`src/design/bkre_pkg.sv`:
```
`timescale 1ns / 1ps
// ----------------------------------------------------------------------------
// bkre_pkg
// Shared constants, types and tables for the boot keyboard report decoder.
// ----------------------------------------------------------------------------
package bkre_pkg;

	// Report layout and event numbering.
	localparam int KEY_SLOTS  = 6;
	localparam int NUM_MODS   = 6;
	localparam int NUM_EVENTS = NUM_MODS + 2 * KEY_SLOTS;

	localparam logic [6:0] MIN_REPORT_LEN = 7'd8;
	localparam logic [7:0] KEY_NONE_MAX   = 8'd3;

	// Tracked modifier bits; the GUI bits never enter the latch.
	localparam logic [7:0] MOD_TRACK_MASK = 8'h77;

	// Modifier bit and usage code per tracked modifier, left ctrl first.
	localparam logic [NUM_MODS-1:0][7:0] MOD_BITS =
		{8'h40, 8'h20, 8'h10, 8'h04, 8'h02, 8'h01};
	localparam logic [NUM_MODS-1:0][7:0] MOD_CODES =
		{8'hE6, 8'hE5, 8'hE4, 8'hE2, 8'hE1, 8'hE0};

	typedef logic [NUM_EVENTS-1:0] ev_mask_t;
	typedef logic [KEY_SLOTS-1:0][7:0] keys_t;

	// One report after comparison with the stored state: which events fire
	// and what they need to be built.
	typedef struct packed {
		ev_mask_t              mask;
		logic [NUM_MODS-1:0]   mod_now;
		keys_t                 old_keys;
		keys_t                 cur_keys;
		logic [7:0]            mods;
	} ev_set_t;

endpackage

```
`src/design/bkre_report_if.sv`:
```
`timescale 1ns / 1ps
// ----------------------------------------------------------------------------
// bkre_report_if
// Channel that carries one boot keyboard report word.
// ----------------------------------------------------------------------------
interface bkre_report_if;

	logic       valid;
	logic       ready;
	logic [7:0] modifiers;
	logic [7:0] key_0;
	logic [7:0] key_1;
	logic [7:0] key_2;
	logic [7:0] key_3;
	logic [7:0] key_4;
	logic [7:0] key_5;
	logic [6:0] report_length;

	modport source (
		output valid, modifiers, key_0, key_1, key_2, key_3, key_4, key_5,
		       report_length,
		input  ready
	);

	modport sink (
		input  valid, modifiers, key_0, key_1, key_2, key_3, key_4, key_5,
		       report_length,
		output ready
	);

endinterface

```
`src/design/bkre_event_if.sv`:
```
`timescale 1ns / 1ps
// ----------------------------------------------------------------------------
// bkre_event_if
// Channel that carries one key event word.
// ----------------------------------------------------------------------------
interface bkre_event_if;

	logic       valid;
	logic       ready;
	logic [7:0] usage_code;
	logic       pressed;
	logic [7:0] modifier_info;
	logic       last;

	modport source (
		output valid, usage_code, pressed, modifier_info, last,
		input  ready
	);

	modport sink (
		input  valid, usage_code, pressed, modifier_info, last,
		output ready
	);

endinterface

```
`src/design/bkre_diff.sv`:
```
`timescale 1ns / 1ps
// ----------------------------------------------------------------------------
// bkre_diff
// Holds the previous key slots and the modifier latch, and compares a report
// against them to find every modifier and key event it causes.
// ----------------------------------------------------------------------------
module bkre_diff (
	input  logic             clk,
	input  logic             arst_n,
	input  logic             update,
	input  logic [7:0]       mods,
	input  bkre_pkg::keys_t  keys,
	output bkre_pkg::ev_set_t ev_set
);
	import bkre_pkg::*;

	keys_t      prev_keys_q;
	logic [7:0] mod_latch_q;

	// Event flags: modifier changes first, then release and press per slot.
	always_comb begin
		logic in_new;
		logic in_old;
		ev_set.mask     = '0;
		ev_set.mod_now  = '0;
		ev_set.old_keys = prev_keys_q;
		ev_set.cur_keys = keys;
		ev_set.mods     = mods;
		for (int m = 0; m < NUM_MODS; m++) begin
			ev_set.mod_now[m] = |(mods & MOD_BITS[m]);
			ev_set.mask[m]    = ev_set.mod_now[m] != (|(mod_latch_q & MOD_BITS[m]));
		end
		for (int i = 0; i < KEY_SLOTS; i++) begin
			in_new = 1'b0;
			in_old = 1'b0;
			for (int j = 0; j < KEY_SLOTS; j++) begin
				in_new = in_new | (keys[j] == prev_keys_q[i]);
				in_old = in_old | (prev_keys_q[j] == keys[i]);
			end
			ev_set.mask[NUM_MODS + 2 * i]     = (prev_keys_q[i] > KEY_NONE_MAX) && !in_new;
			ev_set.mask[NUM_MODS + 2 * i + 1] = (keys[i] > KEY_NONE_MAX) && !in_old;
		end
	end

	// State moves to the new report when its events are committed.
	always_ff @(posedge clk or negedge arst_n) begin
		if (!arst_n) begin
			prev_keys_q <= '0;
			mod_latch_q <= '0;
		end else if (update) begin
			prev_keys_q <= keys;
			mod_latch_q <= mods & MOD_TRACK_MASK;
		end
	end

endmodule

```
`src/design/bkre_emit.sv`:
```
`timescale 1ns / 1ps
// ----------------------------------------------------------------------------
// bkre_emit
// Holds the pending events of one report and sends them out in order, one
// word per cycle while the sink is ready, through an output register.
// ----------------------------------------------------------------------------
module bkre_emit (
	input  logic              clk,
	input  logic              arst_n,
	input  logic              load,
	input  bkre_pkg::ev_set_t ev_set,
	output logic              free,
	bkre_event_if.source      evt
);
	import bkre_pkg::*;

	ev_mask_t   mask_s2;
	ev_set_t    set_s2;
	ev_mask_t   onehot;
	ev_mask_t   remain;
	logic       pop;
	logic       out_valid_q;
	logic [7:0] sel_code;
	logic       sel_pressed;
	logic [7:0] sel_info;
	logic [7:0] code_q;
	logic       pressed_q;
	logic [7:0] info_q;
	logic       last_q;

	// Lowest pending event goes next.
	assign onehot = mask_s2 & (~mask_s2 + ev_mask_t'(1));
	assign remain = mask_s2 & ~onehot;
	assign pop    = (|mask_s2) && (!out_valid_q || evt.ready);
	assign free   = (mask_s2 == '0) || (pop && (remain == '0));

	// Build the selected event from the one-hot pick.
	always_comb begin
		sel_code    = '0;
		sel_pressed = 1'b0;
		sel_info    = '0;
		for (int m = 0; m < NUM_MODS; m++) begin
			if (onehot[m]) begin
				sel_code    = sel_code | MOD_CODES[m];
				sel_pressed = sel_pressed | set_s2.mod_now[m];
				sel_info    = sel_info | MOD_BITS[m];
			end
		end
		for (int i = 0; i < KEY_SLOTS; i++) begin
			if (onehot[NUM_MODS + 2 * i]) begin
				sel_code = sel_code | set_s2.old_keys[i];
				sel_info = sel_info | set_s2.mods;
			end
			if (onehot[NUM_MODS + 2 * i + 1]) begin
				sel_code    = sel_code | set_s2.cur_keys[i];
				sel_pressed = 1'b1;
				sel_info    = sel_info | set_s2.mods;
			end
		end
	end

	// Pending event flags.
	always_ff @(posedge clk or negedge arst_n) begin
		if (!arst_n) begin
			mask_s2 <= '0;
		end else if (load) begin
			mask_s2 <= ev_set.mask;
		end else if (pop) begin
			mask_s2 <= remain;
		end
	end

	// Event payload of the report being sent.
	always_ff @(posedge clk) begin
		if (load) begin
			set_s2 <= ev_set;
		end
	end

	// Output register valid.
	always_ff @(posedge clk or negedge arst_n) begin
		if (!arst_n) begin
			out_valid_q <= 1'b0;
		end else if (pop) begin
			out_valid_q <= 1'b1;
		end else if (evt.ready) begin
			out_valid_q <= 1'b0;
		end
	end

	// Output register payload.
	always_ff @(posedge clk) begin
		if (pop) begin
			code_q    <= sel_code;
			pressed_q <= sel_pressed;
			info_q    <= sel_info;
			last_q    <= (remain == '0);
		end
	end

	assign evt.valid         = out_valid_q;
	assign evt.usage_code    = code_q;
	assign evt.pressed       = pressed_q;
	assign evt.modifier_info = info_q;
	assign evt.last          = last_q;

endmodule

```
`src/design/boot_keyboard_report_to_key_events.sv`:
```
`timescale 1ns / 1ps
// Path: an accepted report word passes the input register and the pending
// event flags; its first event then leaves through the output register.
// Throughput: one event word per cycle while the sink is ready; a report
// holds the event stage until its last event moves to the output register.
// Reset: arst_n clears the pipeline valids, the key slots and the modifier latch.
// ----------------------------------------------------------------------------
// boot_keyboard_report_to_key_events
// Turns boot keyboard reports into press and release events by comparing
// each full-length report with the previous full-length one; short ones are ignored.
// ----------------------------------------------------------------------------
module boot_keyboard_report_to_key_events (
	input  logic          clk,
	input  logic          arst_n,
	bkre_report_if.sink   rpt,
	bkre_event_if.source  evt
);
	import bkre_pkg::*;

	logic       valid_s1;
	logic [7:0] mods_s1;
	keys_t      keys_s1;
	logic [6:0] len_s1;
	logic       emit_free;
	logic       advance;
	logic       load;
	ev_set_t    ev_set;

	assign rpt.ready = !valid_s1 || emit_free;
	assign advance   = valid_s1 && emit_free;
	assign load      = advance && (len_s1 >= MIN_REPORT_LEN);

	// Input register valid.
	always_ff @(posedge clk or negedge arst_n) begin
		if (!arst_n) begin
			valid_s1 <= 1'b0;
		end else if (rpt.valid && rpt.ready) begin
			valid_s1 <= 1'b1;
		end else if (advance) begin
			valid_s1 <= 1'b0;
		end
	end

	// Input register payload.
	always_ff @(posedge clk) begin
		if (rpt.valid && rpt.ready) begin
			mods_s1 <= rpt.modifiers;
			keys_s1 <= {rpt.key_5, rpt.key_4, rpt.key_3, rpt.key_2, rpt.key_1, rpt.key_0};
			len_s1  <= rpt.report_length;
		end
	end

	bkre_diff u_diff (
		.clk    (clk),
		.arst_n (arst_n),
		.update (load),
		.mods   (mods_s1),
		.keys   (keys_s1),
		.ev_set (ev_set)
	);

	bkre_emit u_emit (
		.clk    (clk),
		.arst_n (arst_n),
		.load   (load),
		.ev_set (ev_set),
		.free   (emit_free),
		.evt    (evt)
	);

endmodule

```
`src/flat_wrapper.sv`:
```
// flat-port wrapper written by rule: the top's interface ports become plain ports
module boot_keyboard_report_to_key_events_flat import bkre_pkg::*;
  (clk, arst_n, rpt_valid, rpt_modifiers, rpt_key_0, rpt_key_1, rpt_key_2, rpt_key_3, rpt_key_4, rpt_key_5, rpt_report_length, rpt_ready, evt_valid, evt_usage_code, evt_pressed, evt_modifier_info, evt_last, evt_ready);
  bkre_report_if rpt_i ();
  bkre_event_if evt_i ();
  input  logic clk;
  input  logic arst_n;
  input wire logic [$bits(rpt_i.valid)-1:0] rpt_valid;
  input wire logic [$bits(rpt_i.modifiers)-1:0] rpt_modifiers;
  input wire logic [$bits(rpt_i.key_0)-1:0] rpt_key_0;
  input wire logic [$bits(rpt_i.key_1)-1:0] rpt_key_1;
  input wire logic [$bits(rpt_i.key_2)-1:0] rpt_key_2;
  input wire logic [$bits(rpt_i.key_3)-1:0] rpt_key_3;
  input wire logic [$bits(rpt_i.key_4)-1:0] rpt_key_4;
  input wire logic [$bits(rpt_i.key_5)-1:0] rpt_key_5;
  input wire logic [$bits(rpt_i.report_length)-1:0] rpt_report_length;
  output wire logic [$bits(rpt_i.ready)-1:0] rpt_ready;
  output wire logic [$bits(evt_i.valid)-1:0] evt_valid;
  output wire logic [$bits(evt_i.usage_code)-1:0] evt_usage_code;
  output wire logic [$bits(evt_i.pressed)-1:0] evt_pressed;
  output wire logic [$bits(evt_i.modifier_info)-1:0] evt_modifier_info;
  output wire logic [$bits(evt_i.last)-1:0] evt_last;
  input wire logic [$bits(evt_i.ready)-1:0] evt_ready;
  assign rpt_i.valid = rpt_valid;
  assign rpt_i.modifiers = rpt_modifiers;
  assign rpt_i.key_0 = rpt_key_0;
  assign rpt_i.key_1 = rpt_key_1;
  assign rpt_i.key_2 = rpt_key_2;
  assign rpt_i.key_3 = rpt_key_3;
  assign rpt_i.key_4 = rpt_key_4;
  assign rpt_i.key_5 = rpt_key_5;
  assign rpt_i.report_length = rpt_report_length;
  assign rpt_ready = rpt_i.ready;
  assign evt_valid = evt_i.valid;
  assign evt_usage_code = evt_i.usage_code;
  assign evt_pressed = evt_i.pressed;
  assign evt_modifier_info = evt_i.modifier_info;
  assign evt_last = evt_i.last;
  assign evt_i.ready = evt_ready;
  boot_keyboard_report_to_key_events u_core (.clk(clk), .arst_n(arst_n), .rpt(rpt_i), .evt(evt_i));
endmodule
```
`config.mk`:
```
export PLATFORM = sky130hd
export DESIGN_NAME = boot_keyboard_report_to_key_events_flat
export DESIGN_NICKNAME = d
export VERILOG_FILES = /design/src/design/bkre_pkg.sv /design/src/design/bkre_report_if.sv /design/src/design/bkre_event_if.sv /design/src/design/bkre_diff.sv /design/src/design/bkre_emit.sv /design/src/design/boot_keyboard_report_to_key_events.sv /design/src/flat_wrapper.sv
export SDC_FILE = /design/constraint.sdc
export NUM_CORES = 1
export LEC_CHECK = 0
export BUFFER_PORTS_ARGS = -buffer_cell sky130_fd_sc_hd__buf_2
export CORE_MARGIN = 5
export CORE_UTILIZATION = 55
export DETAILED_ROUTE_END_ITERATION = 8
export PLACE_DENSITY_LB_ADDON = 0.15
export SETUP_SLACK_MARGIN = 0.1
export SLEW_MARGIN = 20
export SYNTH_ARGS = -nofsm -noshare
export SYNTH_HDL_FRONTEND = slang
export SYNTH_SLANG_ARGS = --single-unit
```
`constraint.sdc`:
```
create_clock -name clk -period 13 [get_ports clk]
set_input_delay 2.6 -clock clk [delete_from_list [all_inputs] [get_ports clk]]
set_output_delay 2.6 -clock clk [all_outputs]
set_load 0.01 [all_outputs]
```
Word level (Yosys, flattened, before mapping):

Cells that the tools add are included.

* register bits: 265
* bits of input ports: 67
* output and inout bits: 20
* word-level logic and storage cells: 310

* $add $sub $neg: 1
* order comparisons: 13
* eq/ne operators: 78
* mux-type cells: 48
* bitwise operators: 93
* reductions and logical operators: 41

Operator list (number)
* $eq A8 B8 Y1: 72
* $mux W8: 30
* $or A8 B8 Y8: 24
* $gt A8 B2 Y1 const B: 12
* $or A1 B1 Y1: 65
* $and A18 B18 Y18: 2
* $logic_not A18 Y1: 2
* $mux W18: 2
* $not A18 Y18: 2
* $add A18 B1 Y18 const B: 1
* $reduce_or A18 Y1: 1
* $logic_and A1 B1 Y1: 17
* $logic_not A1 Y1: 14
* $mux W1: 11
* $ge A7 B4 Y1 const B: 1
* $mux W7: 1
* $mux W6: 1
* $ne A1 B1 Y1: 6
* $reduce_bool A2 Y1: 3
* $reduce_or A6 Y1: 1
* $mux W5: 1
* $logic_or A1 B1 Y1: 3
* $mux W3: 1
* $mux W2: 1

Logic depth before layout (Yosys ltp):

Gate-level depths: netlist of run 1.

* depth in word-level cells: 33
* depth in mapped cells: 11

Hierarchy:

From an unflattened synthesis of run 1, not the netlist that was laid out.

* cells, all modules: 1233
* area total of the unflattened synthesis: 14352.5 sq um

Modules (own cells, without submodules)
* bkre_diff: times used 1, cells each 742, area an instance 6452.4 sq um, seq. area each 1351.3 sq um
* bkre_emit: times used 1, cells each 424, area an instance 6027.0 sq um, seq. area each 4319.1 sq um
* boot_keyboard_report_to_key_events: times used 1, cells each 67, area an instance 1873.0 sq um, seq. area each 1826.8 sq um

Worst setup path after synthesis of run 1:

Ideal clock, no wire load.

* path type: input-to-reg
* from: in evt_ready
* to: reg u_core.u_emit.set_s2[100] (netlist name) (enable)
* data arrival time: 13.213 ns
* data required time: 12.151 ns
* path slack: -1.062 ns
* stages on the path: 2
* path buffers: 0
* cells stage by stage: nor2b_1 > o41ai_1

* longest elaborated chain between the ends: 6

Ends and longest elaborated chain
* from (decl): RTL line flat_wrapper.sv:23 `input wire logic [$bits(evt_i.ready)-1:0] evt_ready;`
* $logic_or A1 B1 Y1: RTL line bkre_emit.sv:34 `assign pop = (|mask_s2) && (!out_valid_q || evt.ready);`
* $logic_and A1 B1 Y1: RTL line bkre_emit.sv:34
* $logic_and A1 B1 Y1: RTL line bkre_emit.sv:35 `assign free = (mask_s2 == '0) || (pop && (remain == '0));`
* $logic_or A1 B1 Y1: RTL line bkre_emit.sv:35
* $logic_and A1 B1 Y1: RTL line boot_keyboard_report_to_key_events.sv:30 `assign advance = valid_s1 && emit_free;`
* $logic_and A1 B1 Y1: RTL line boot_keyboard_report_to_key_events.sv:31 `assign load = advance && (len_s1 >= MIN_REPORT_LEN);`
* net u_core.load: RTL line boot_keyboard_report_to_key_events.sv:26 `logic load;`
* to (signal assigned): RTL line bkre_emit.sv:76 `set_s2 <= ev_set;`
* to (decl): RTL line bkre_emit.sv:18 `ev_set_t set_s2;`

The timed path passes the listed nets, and every way through them passes these cells.
A chain may end at the register's enable or synchronous reset.

Worst setup path in the final report of run 1:

* from: in evt_ready
* to: out rpt_ready

* longest elaborated chain between the ends: 5

Ends and longest elaborated chain
* $logic_or A1 B1 Y1: RTL line bkre_emit.sv:34
* $logic_and A1 B1 Y1: RTL line bkre_emit.sv:34
* $logic_and A1 B1 Y1: RTL line bkre_emit.sv:35
* $logic_or A1 B1 Y1: RTL line bkre_emit.sv:35
* $logic_or A1 B1 Y1: RTL line boot_keyboard_report_to_key_events.sv:29 `assign rpt.ready = !valid_s1 || emit_free;`
* to (decl): RTL line flat_wrapper.sv:17 `output wire logic [$bits(rpt_i.ready)-1:0] rpt_ready;`

Every way passes these cells.

==> results of run 1 <==
-- area by class of cell --
class / instances / area, µm² / area share
clock buffers: 34 / 702 / 0.0473
well taps: 324 / 405 / 0.0273
repair buffers: 92 / 489 / 0.0330
flip-flops and latches: 256 / 7320 / 0.493
inverters: 7 / 26.3 / 0.00177
multi-input cells: 733 / 5730 / 0.386
clock inverters: 16 / 171 / 0.0115
-- Yosys cell counts, drive strengths merged (2+ instances only) --
cell type	n	share of area
nor3	20	0.0090
nor2b	4	0.0018
nor2	22	0.0061
a222oi	8	0.0059
clkbuf	85	0.024
buf	36	0.015
or2	4	0.0018
a221o	8	0.0059
o41ai	2	0.0013
a21oi	7	0.0026
a32oi	4	0.0026
nor3b	3	0.0020
and4	7	0.0045
a211oi	4	0.0022
xor2	256	0.17
xnor2	38	0.025
nand3	5	0.0028
o22ai	4	0.0018
dfrtp	74	0.14
o21ai	39	0.014
inv	7	0.0019
and2	4	0.0018
o32ai	3	0.0019
a211o	2	0.0013
a22oi	3	0.0017
or3	3	0.0014
o31ai	5	0.0028
a32o	2	0.0015
or4	9	0.0050
a221oi	4	0.0030
nand4	24	0.012
nand2	87	0.024
edfxtp	182	0.40
a22o	7	0.0045
mux2	54	0.060
and3	4	0.0018
nor4	74	0.034
-- metrics by stage --
step | hold slack (ns) | total power [mW] | area [µm²] | setup slack (ns) | util
finish | 0.419 | 4.10 | 14800 | 6.72 | 0.610
global route | 0.424 | 4.30 | 14800 | 6.66 | 0.610
CTS | 0.419 | 4.09 | 14800 | 6.72 | 0.610
detailed placement | 0.405 | 3.32 | 14000 | 6.72 | 0.574
global placement | 0.405 | 3.29 | 14000 | 6.70 | 0.574
floorplan | 0.400 | 2.81 | 13600 | 3.91 | -
-- kinds of logic after synthesis --
| logic type | after synthesis |
|---|---|
| xor gates and xnor gates | 294 |
| and+or+nand+nor | 274 |
| DFF | 256 |
| buffers and inverters | 128 |
| AOI/OAI and AO/OA | 110 |
| muxes | 54 |
| adders and majority gates | 1 |
-- sequential cells by signal, summed over array words and instances (netlist names) --
| register | cells |
|---|---|
| u_core.u_emit.set_s2 | 104 |
| u_core.keys_s1 | 48 |
| u_core.u_diff.ev_set | 48 |
| u_core.u_emit.mask_s2 | 18 |
| u_core.mods_s1 | 8 |
| u_core.u_emit.evt.modifier_info | 8 |
| u_core.u_emit.evt.usage_code | 8 |
| u_core.u_diff.mod_latch_q | 6 |
| u_core.len_s1 | 4 |
| u_core.u_emit.evt.last | 1 |
| u_core.u_emit.evt.pressed | 1 |
| u_core.u_emit.evt.valid | 1 |
| u_core.valid_s1 | 1 |
-- report_power, final --
| part | internal [mW] | switching [mW] | total, mW |
|---|---|---|---|
| registers | 1.23 | 0.616 | 1.85 |
| logic | 0.718 | 0.773 | 1.49 |
| clock network | 0.445 | 0.316 | 0.761 |
| total | 2.40 | 1.70 | 4.10 |
-- path summary, 6_finish.rpt --
| check | startpoint | to |
|---|---|---|
| max | evt_ready | rpt_ready |
| min | u_core.mods_s1[7] | u_core.u_emit.set_s2[7] |
| max reg2reg | u_core.u_emit.mask_s2[6] | u_core.u_emit.set_s2[82] |
| min reg2reg | u_core.mods_s1[7] | u_core.u_emit.set_s2[7] |
| max in group asynchronous | arst_n | u_core.u_diff.ev_set[101] |
| min in group asynchronous | arst_n | u_core.u_emit.mask_s2[0] |
-- routing by layer --
metal,global-route usage,wire (µm)
met5,0,0
met4,0.109,1800
met3,0.0512,3230
met2,0.443,18300
met1,0.387,16500
-- worst max-delay path: stages --
cell and delay (ns):
buf_2 0.10, nor2b_1 0.45, o311a_1 0.33, inv_1 0.05
buf_2 0.13
==> flow_metrics.env, run 1 <==
export IMPL_synth_top_family_by_area="XOR/XNOR gates"
export IMPL_rows=57
export IMPL_worstMarginPinSlew_ns=1.13
export IMPL_required_ns=10.40
export IMPL_cp_arrival_ns=3.68
export IMPL_io_pins=87
export IMPL_synth_main_ff_cell="edfxtp_1"
export IMPL_syn_instance_count=1117
export IMPL_post_route_period_util=0.483
export IMPL_grt_first_pass_wirelength_um=58500
export IMPL_post_cts_buffers=0
export IMPL_synthMuxAreaShare=0.0598
export IMPL_place_hpwl_um=25800
export IMPL_dieHeight_um=167
export IMPL_cp_end_kind="primary output"
export IMPL_yosysWarnings=0
export IMPL_drtPass1Iterations=7
export IMPL_antenna_found_initial=0
export IMPL_synthAdderAreaFrac=0.000738
export IMPL_dp_cells=1412
export IMPL_htreeDepth=1
export IMPL_worstHoldPathType="reg -> reg"
export IMPL_maxSlewHeadroom=0.247
export IMPL_setup_viol=0
export IMPL_drt_iter0_drc=1098
export IMPL_io_buffers=83
export IMPL_die_width_um=167
export IMPL_synth_compound_area_share=0.0586
export IMPL_skew_ns=0.0111
export IMPL_hold_viol_final=0
export IMPL_irDropWorstVdd_v=0.000172
export IMPL_regToRegSetupSlack_ns=8.84
export IMPL_synth_simple_area_share=0.111
export IMPL_grt_max_degree=75
export IMPL_final_nets=1184
export IMPL_path_clk_slew_ns=0.06
export IMPL_synth_cell_types=60
export IMPL_ant_nets=0
export IMPL_start_util=0.557
export IMPL_syn_avg_cell_area_um2=12.1
export IMPL_critPathLaunchType="input port"
export IMPL_crit_fanout=7
export IMPL_cts_tree="yes"
export IMPL_final_common_cell="xor2_1"
export IMPL_max_freq_ghz=0.159
export IMPL_overflow=0
export IMPL_core_area_um2=24300
export IMPL_final_setup_tns_ns=0
export IMPL_synthXorXnorAreaFrac=0.190
export IMPL_yosysSeqAreaShare=0.540
export IMPL_period_minus_slack_ns=6.28
export IMPL_n_fill_cell=1959
export IMPL_outcome="completed"
export IMPL_first_global_vias=9017
export IMPL_layout_common_cells="xor2_1 (256), edfxtp_1 (182), nand2_1 (87)"
export IMPL_slew_viol_final=0
export IMPL_drive_above_1_share=0.179
export IMPL_instances_no_fill=1462
export IMPL_die_area_um2=27900
export IMPL_gp_congestion=1.02
export IMPL_postCtsHoldBufs=0
export IMPL_synth_nets=1184
export IMPL_synth_edff_count=182
export IMPL_synth_seq_cells=256
export IMPL_rsz0062_at_grt="false"
export IMPL_timing_worst_setup_path_type="in -> out"
export IMPL_min_path_cells=0
export IMPL_grt_use_total=0.280
export IMPL_ctsResizeCount=0
export IMPL_cts_sinks=256
export IMPL_vias=9098
export IMPL_root_buffer="clkbuf_16"
export IMPL_cap_violations=0
export IMPL_cts_made_buffers=27
export IMPL_async_flop_share=0.289
export IMPL_drt_wl_total_um=39800
export IMPL_cts_buffer_depth=3
export IMPL_wire_per_inst_um=27.2
export IMPL_syn_to_final_growth_pct=9.51
export IMPL_via_per_inst=6.22
export IMPL_clk_latency_ns=0.53
export IMPL_syn_area_um2=13600
export IMPL_leakage_nw=5.98
export IMPL_p_per_area_nw_per_um2=276
export IMPL_drc=0
export IMPL_worst_r2r_path_depth=8
export IMPL_antennaDiodeCount=0
No activity file was read; power rests on OpenSTA's default activity.
==> inputs of run 2 (changes only) <==
clock period = 5.8 ns   (was 13 ns; I/O delays follow)
==> run 2 against run 1 <==
Against the previous run: worst setup slack got worse by 5.4 ns; wire length rose by 0.26%; flip-flop and latch count did not move; first-iteration DRC count fell by 7.8%; register-to-register slack got worse by 6.8 ns; global-route usage rose by 0.22 points; die area did not move; count of clock-buffer cells in the layout rose by 2; hold slack got worse by 0.0021 ns; utilization fell by 0.11 points; combinational power rose by 130%; critical endpoint unchanged.
==> flow_metrics.env, run 2 (synthesized netlist as in run 1, its figures left out) <==
export IMPL_outcome="completed"
export IMPL_rows=57
export IMPL_drt_wl_total_um=39900
export IMPL_antenna_found_initial=0
export IMPL_place_hpwl_um=26400
export IMPL_largest_reg_flops=104
export IMPL_cts_sinks=256
export IMPL_cp_arrival_ns=3.27
export IMPL_irDropWorstVdd_v=0.000370
export IMPL_drt_iter0_drc=1012
export IMPL_path_cells="nor3_1 -> and3_1 -> nand2_1 -> a221oi_2 -> nand4_2 -> o311a_1 -> inv_1 -> buf_2"
export IMPL_maxSlewHeadroom=0.278
export IMPL_vias=9029
export IMPL_io_buffers=83
export IMPL_antennaDiodeCount=0
export IMPL_drtPass1Iterations=6
export IMPL_htreeDepth=1
export IMPL_clk_latency_ns=0.55
export IMPL_finalWorstSetupSlack_ns=1.37
export IMPL_ant_nets=0
export IMPL_required_ns=4.64
export IMPL_gp_congestion=0.992
export IMPL_setup_viol=0
export IMPL_wire_per_inst_um=27.3
export IMPL_regMostFlops="u_core.u_emit.set_s2"
export IMPL_dpl_worst_slack_ns=1.95
export IMPL_cts_tree="yes"
export IMPL_grt_first_pass_wirelength_um=58900
export IMPL_max_freq_ghz=0.226
export IMPL_ctsResizeCount=0
export IMPL_cp_top_family="simple AND/OR/NAND/NOR gates"
export IMPL_hp_start="u_core.mods_s1[3]"
export IMPL_drc=0
export IMPL_cp_end_kind="primary output"
export IMPL_first_global_vias=8675
export IMPL_layout_common_cells="xor2_1 (256), edfxtp_1 (182), nand2_1 (87)"
export IMPL_io_pins=87
export IMPL_die_area_um2=27900
export IMPL_final_common_cell="xor2_1"
export IMPL_syn_to_final_growth_pct=9.30
export IMPL_p_per_area_nw_per_um2=616
export IMPL_post_route_period_util=0.763
export IMPL_skew_ns=0.0205
export IMPL_r2r_start="u_core.u_emit.mask_s2[6]"
export IMPL_cts_buffer_depth=3
export IMPL_worstHoldPathType="reg -> reg"
export IMPL_hold_viol_final=0
export IMPL_cap_violations=0
export IMPL_rsz0062_at_grt="false"
export IMPL_period_minus_slack_ns=4.43
export IMPL_die_width_um=167
export IMPL_worstMarginPinSlew_ns=1.08
export IMPL_timing_worst_setup_path_type="reg -> out"
export IMPL_postCtsHoldBufs=0
export IMPL_core_area_um2=24300
export IMPL_overflow=0
export IMPL_start_util=0.557
export IMPL_grt_max_degree=75
export IMPL_cp_slowest_cell="dfrtp_1"
export IMPL_critPathLaunchType="flop"
export IMPL_root_buffer="clkbuf_16"
export IMPL_timing_critical_path_from="u_core.u_emit.mask_s2[7]"
export IMPL_final_setup_tns_ns=0
export IMPL_slew_viol_final=0
export IMPL_leakage_nw=5.95
export IMPL_path_buf_inv=2
export IMPL_post_cts_buffers=0
export IMPL_final_nets=1183
export IMPL_via_per_inst=6.18
export IMPL_dieHeight_um=167
export IMPL_slowest_delay_ns=0.56
export IMPL_path_clk_slew_ns=0.06
export IMPL_cts_made_buffers=27
export IMPL_crit_fanout=16
export IMPL_drive_above_1_share=0.173
export IMPL_grt_use_total=0.282
run 2: changes by cell type in the layout (fill, tap and decap cells not counted), moves of 2 or more:
cell	change
clkbuf_8	+2
bufinv_16	-2
clkinv_2	-7
buf_4	-2
clkinv_1	+7
run 2: worst paths after layout:
check | cells past startpoint | endpoint | slack (ns)
worst max-delay path | 8 | rpt_ready | 1.37
worst min-delay path | 0 | u_core.u_emit.set_s2[3] | 0.42
worst max register to register | 8 | u_core.u_diff.ev_set[74] | 2.00
worst min register to register | 0 | u_core.u_emit.set_s2[3] | 0.42
max in group asynchronous | 1 | u_core.u_diff.ev_set[87] | 4.62
min in group asynchronous | 1 | u_core.u_diff.mod_latch_q[4] | 0.65
run 2: area by class of cell:
class / instances / area [µm²]
Clock buffer: 36 / 729
Clock inverter: 14 / 106
Fill cell: 1970 / 9500
Inverter: 7 / 26.3
Multi-Input combinational cell: 733 / 5740
Sequential cell: 256 / 7320
Tap cell: 324 / 405
Timing Repair Buffer: 91 / 494
run 2: routing by layer:
metal	share of wire	GRT usage	vias up
li1	-	-	3996
met1	0.42	0.403	4521
met2	0.47	0.451	420
met3	0.081	0.0398	92
met4	0.034	0.0886	0
met5	0	0	-
run 2: report_power, final:
part	internal, mW	total (mW)	switching, mW
logic	1.61	3.36	1.75
clock network	0.927	1.62	0.696
registers	2.77	4.14	1.38
run 2: per-stage QoR:
step                cell area, µm²  instances  utilization  total power, mW  hold WS, ns
finish                       14800       1461        0.609             9.12        0.417
global route                 14800       1461        0.609             9.58        0.424
CTS                          14800       1461        0.609             9.10        0.419
detailed placement           14000       1411        0.575             7.46        0.405
global placement             14000       1411        0.575             7.39        0.408
floorplan                    13600       1117            -             6.29        0.400
